`config.mk`:
```
export PLATFORM = sky130hd
export DESIGN_NAME = qps_servo
export DESIGN_NICKNAME = d
export VERILOG_FILES = /design/src/design/qps_pkg.sv /design/src/design/qps_servo.sv
export SDC_FILE = /design/constraint.sdc
export NUM_CORES = 1
export LEC_CHECK = 0
export BUFFER_PORTS_ARGS = -buffer_cell sky130_fd_sc_hd__buf_4
export CORE_AREA = 2 2 94 132
export DETAILED_ROUTE_END_ITERATION = 7
export DIE_AREA = 0 0 96 134
export PLACE_DENSITY = 0.86
export SYNTH_ARGS = -nofsm -noshare
export SYNTH_HDL_FRONTEND = slang
export SYNTH_SLANG_ARGS = --single-unit
```
`constraint.sdc`:
```
create_clock -name vclk -period 19.8
set_clock_uncertainty 0.2 [all_clocks]
set_input_delay 2.97 -clock vclk [all_inputs]
set_output_delay 2.97 -clock vclk [all_outputs]
set_load 0.05 [all_outputs]
```
`src/design/qps_pkg.sv`:
```
package qps_pkg;

	// position counter width, 8 to 64
	localparam int COUNT_WIDTH = 32;

	localparam int POS_WIDTH    = 32;
	localparam int TARGET_WIDTH = 32;
	localparam int DUTY_WIDTH   = 16;
	localparam int TOL_WIDTH    = 16;
	localparam int DATA_WIDTH   = 32;
	localparam int ADDR_WIDTH   = 3;

	// signed difference wide enough for target minus any count
	localparam int DIFF_WIDTH = ((COUNT_WIDTH > TARGET_WIDTH) ? COUNT_WIDTH : TARGET_WIDTH) + 2;

	localparam logic [DUTY_WIDTH-1:0] DUTY_LIMIT_RESET = 16'd400;
	localparam logic [TOL_WIDTH-1:0]  TOLERANCE_RESET  = 16'd10;

	// register word index, taken from paddr[2]
	localparam logic REG_DUTY_LIMIT = 1'b0;
	localparam logic REG_TOLERANCE  = 1'b1;

	typedef struct packed {
		logic [DUTY_WIDTH-1:0] duty;
		logic                  clockwise;
		logic                  in_band;
	} drive_t;

endpackage

```
`src/design/qps_servo.sv`:
```
module qps_servo import qps_pkg::*; (
	input  logic [COUNT_WIDTH-1:0]  count,
	input  logic [TARGET_WIDTH-1:0] target,
	input  logic [DUTY_WIDTH-1:0]   duty_limit,
	input  logic [TOL_WIDTH-1:0]    tolerance,
	output drive_t                  drive
);

	logic signed [DIFF_WIDTH-1:0] count_ext;
	logic signed [DIFF_WIDTH-1:0] target_ext;
	logic signed [DIFF_WIDTH-1:0] diff_up;
	logic signed [DIFF_WIDTH-1:0] diff_dn;
	logic                         diff_pos;
	logic [DIFF_WIDTH-1:0]        mag;
	logic                         mag_ge_16;
	logic                         mag_ge_17;
	logic [18:0]                  three_mag;
	logic [18:0]                  six_mag;
	logic                         dead;
	logic                         sat;

	// target is known non-negative here
	assign count_ext  = DIFF_WIDTH'($signed(count));
	assign target_ext = $signed(DIFF_WIDTH'(target));

	// both directions in parallel, pick by sign
	assign diff_up  = target_ext - count_ext;
	assign diff_dn  = count_ext - target_ext;
	assign diff_pos = !diff_up[DIFF_WIDTH-1];
	assign mag      = diff_pos ? diff_up : diff_dn;

	assign mag_ge_16 = |mag[DIFF_WIDTH-1:16];
	assign mag_ge_17 = |mag[DIFF_WIDTH-1:17];

	assign three_mag = {1'b0, mag[16:0], 1'b0} + {2'b00, mag[16:0]};
	assign six_mag   = {three_mag[17:0], 1'b0};

	// dead zone: 3*|diff| <= 2*tolerance
	assign dead = !mag_ge_17 && (three_mag <= {2'b00, tolerance, 1'b0});
	assign sat  = mag_ge_16 || (six_mag > {3'b000, duty_limit});

	always_comb begin
		drive.in_band = dead;
		if (dead) begin
			drive.duty      = '0;
			drive.clockwise = 1'b0;
		end else begin
			drive.clockwise = diff_pos;
			drive.duty      = sat ? duty_limit : six_mag[DUTY_WIDTH-1:0];
		end
	end

endmodule

```
==> impl_metrics.env <==
export IMPL_outcome="finished clean"
export IMPL_hp_class="input pin to primary output"
export IMPL_n_clock_buffer=0
export IMPL_antenna_cells=0
export IMPL_numPortBuffers=114
export IMPL_fin_crit_sh_pct=75.5
export IMPL_cp_slowest_cell="nand2_1"
export IMPL_slew_violations=0
export IMPL_period_minus_slack_ps=14940
export IMPL_routed_wl_um=23200
export IMPL_num_rows=47
export IMPL_drtPass1Iterations=5
export IMPL_dr_wl_met3_um=1780
export IMPL_finalSetupViolCount=0
export IMPL_grt_pass1_vias=7834
export IMPL_rsz0062_at_grt="no"
export IMPL_worst_pin_slew_ps=986
export IMPL_wl_met1_um=8090
export IMPL_final_cells=1242
export IMPL_p_leak_uw=0.00360
export IMPL_synthTopCellsByArea="ha_1 (20%), a21oi_1 (8.2%), inv_1 (6.8%)"
export IMPL_synth_cell_type_count=88
export IMPL_cpLargestDelayFamily="simple AND/OR/NAND/NOR gates"
export IMPL_netlist_instances=1033
export IMPL_slowest_delay_ps=950
export IMPL_vdd_ir_drop_max_mv=0.0411
export IMPL_end_kind="primary output"
export IMPL_cts_resized=0
export IMPL_met2_length_um=11500
export IMPL_die_x_um=96
export IMPL_dieArea_mm2=0.0129
export IMPL_track_usage_pct=35.2
export IMPL_holdBufCountCts=0
export IMPL_slew_headroom_pct=34.2
export IMPL_wl_per_cell_um=18.7
export IMPL_synth_top_area_share_pct=20.2
export IMPL_grt_start_max_net_pins=26
export IMPL_core_mm2=0.0117
export IMPL_seq_area_frac_synth_pct=0
export IMPL_seq_area_um2=0
export IMPL_p_per_area_mw_per_mm2=74.6
export IMPL_synth_warnings=0
export IMPL_power_uw=568
export IMPL_vias_per_cell=6.61
export IMPL_fin_tns_setup_ps=0
export IMPL_hold_viol_final=0
export IMPL_die_y_um=134
export IMPL_vias=8215
export IMPL_top_layer_used="met4"
export IMPL_seq_cell_count=0
export IMPL_cp_num_buf_inv=3
export IMPL_crit_type="input pin to primary output"
export IMPL_cap_viol_max_count=0
export IMPL_grt_overflow=0
export IMPL_multi_input_area_mm2=0.00607
export IMPL_postSynthAreaPerCell_um2=6.64
export IMPL_areaGrowthSynthToFinish_pct=11.0
export IMPL_postRouteAntennaNets=0
export IMPL_finalNetCount=1307
export IMPL_globalplace_congestion=1.01
export IMPL_drtIter0Drc=740
export IMPL_max_freq_ghz=0.0669
export IMPL_n_fill_cell=1116
export IMPL_hpwlAfterDp_um=19300
export IMPL_dp_cells=1242
export IMPL_io_pins=114
export IMPL_start_util_pct=58.6
export IMPL_synth_largest_area_cell="ha_1"
export IMPL_crit_arrival_ps=11770
export IMPL_layout_drive_gt1_share_pct=15.5
export IMPL_required_ps=16630
export IMPL_antenna_found_initial=0
export IMPL_synth_nets=1243
export IMPL_synth_area_mm2=0.00686
export IMPL_drc_errors=0
export IMPL_worst_setup_path_start_kind="input pin"
export IMPL_critPathMaxFanout=25
export IMPL_grt_pass1_wl_um=36700
export IMPL_post_cts_setup_buffers=0
## layout by cell type (no fill, tap or decap), drive strengths merged, types with 29 or more instances in the layout
cell type	netlist	routed
o21ai	83	83
nor3	29	29
a21oi	125	125
buf	35	118
nand2	65	65
ha	111	111
nor2	67	67
nand3	50	50
nand4	30	30
inv	125	125
## layer usage
metal / global-route usage [%] / up-vias
li1: - / 3913
met1: 37.2 / 3688
met2: 64.2 / 477
met3: 2.64 / 137
met4: 23.8 / 0
met5: 0 / -
## worst paths after layout
kind,depth (start not counted),slack [ps],from,end
setup / recovery,31,4860,count[31],drive[12]
hold / removal,4,6160,duty_limit[1],drive[3]
## cells in the mapped netlist, types with 8 or more instances
master,number
a211oi_1,9
a21o_1,26
a21oi_1,112
a21oi_2,12
a221oi_1,9
a31oi_1,15
buf_2,19
clkbuf_1,19
ha_1,111
inv_1,125
nand2_1,64
nand3_1,49
nand4_1,29
nor2_1,62
nor2b_1,11
nor3_1,27
nor3b_1,8
nor4_1,10
o211ai_1,13
o21a_1,12
o21ai_0,79
o21bai_1,15
or3_1,8
xnor2_1,18
xor2_1,13
## metrics by stage
stage | cell area, µm² | setup WS [ps] | utilization, % | hold WS, ps
final | 7620 | 4860 | 65.1 | 6160
after detailed placement | 7620 | 5140 | 65.1 | 6150
after floorplan | 6860 | 6580 | - | 5940
after global routing | 7620 | 4240 | 65.1 | 6180
after CTS | 7620 | 5110 | 65.1 | 6160
after global placement | 7620 | 5250 | 65.1 | 6150
## cell families (layout without fill, tap and decap cells)
| group | count (synthesis) | after routing | synth area share, % |
|---|---|---|---|
| muxes | 11 | 11 | 2.57 |
| xor gates and xnor gates | 32 | 32 | 4.19 |
| and+or+nand+nor | 319 | 319 | 24.4 |
| AOI/OAI and AO/OA | 375 | 375 | 36.3 |
| adders and majority gates | 114 | 114 | 21.1 |
| buffers and inverters | 182 | 244 | 11.5 |
## cell type report
type                       instances  share of cell area, %
inverter                         126                   6.21
tap                              147                   2.41
timing repair buffer             118                   11.6
multi-input combinational        851                   79.7
## report_power, final
| part | leakage [µW] | total, µW | switching, µW | internal, µW |
|---|---|---|---|---|
| Sequential | 0 | 0 | 0 | 0 |
| Clock | 0 | 0 | 0 | 0 |
| Combinational | 0.00360 | 568 | 352 | 216 |
(Power assumes the default switching activity.)
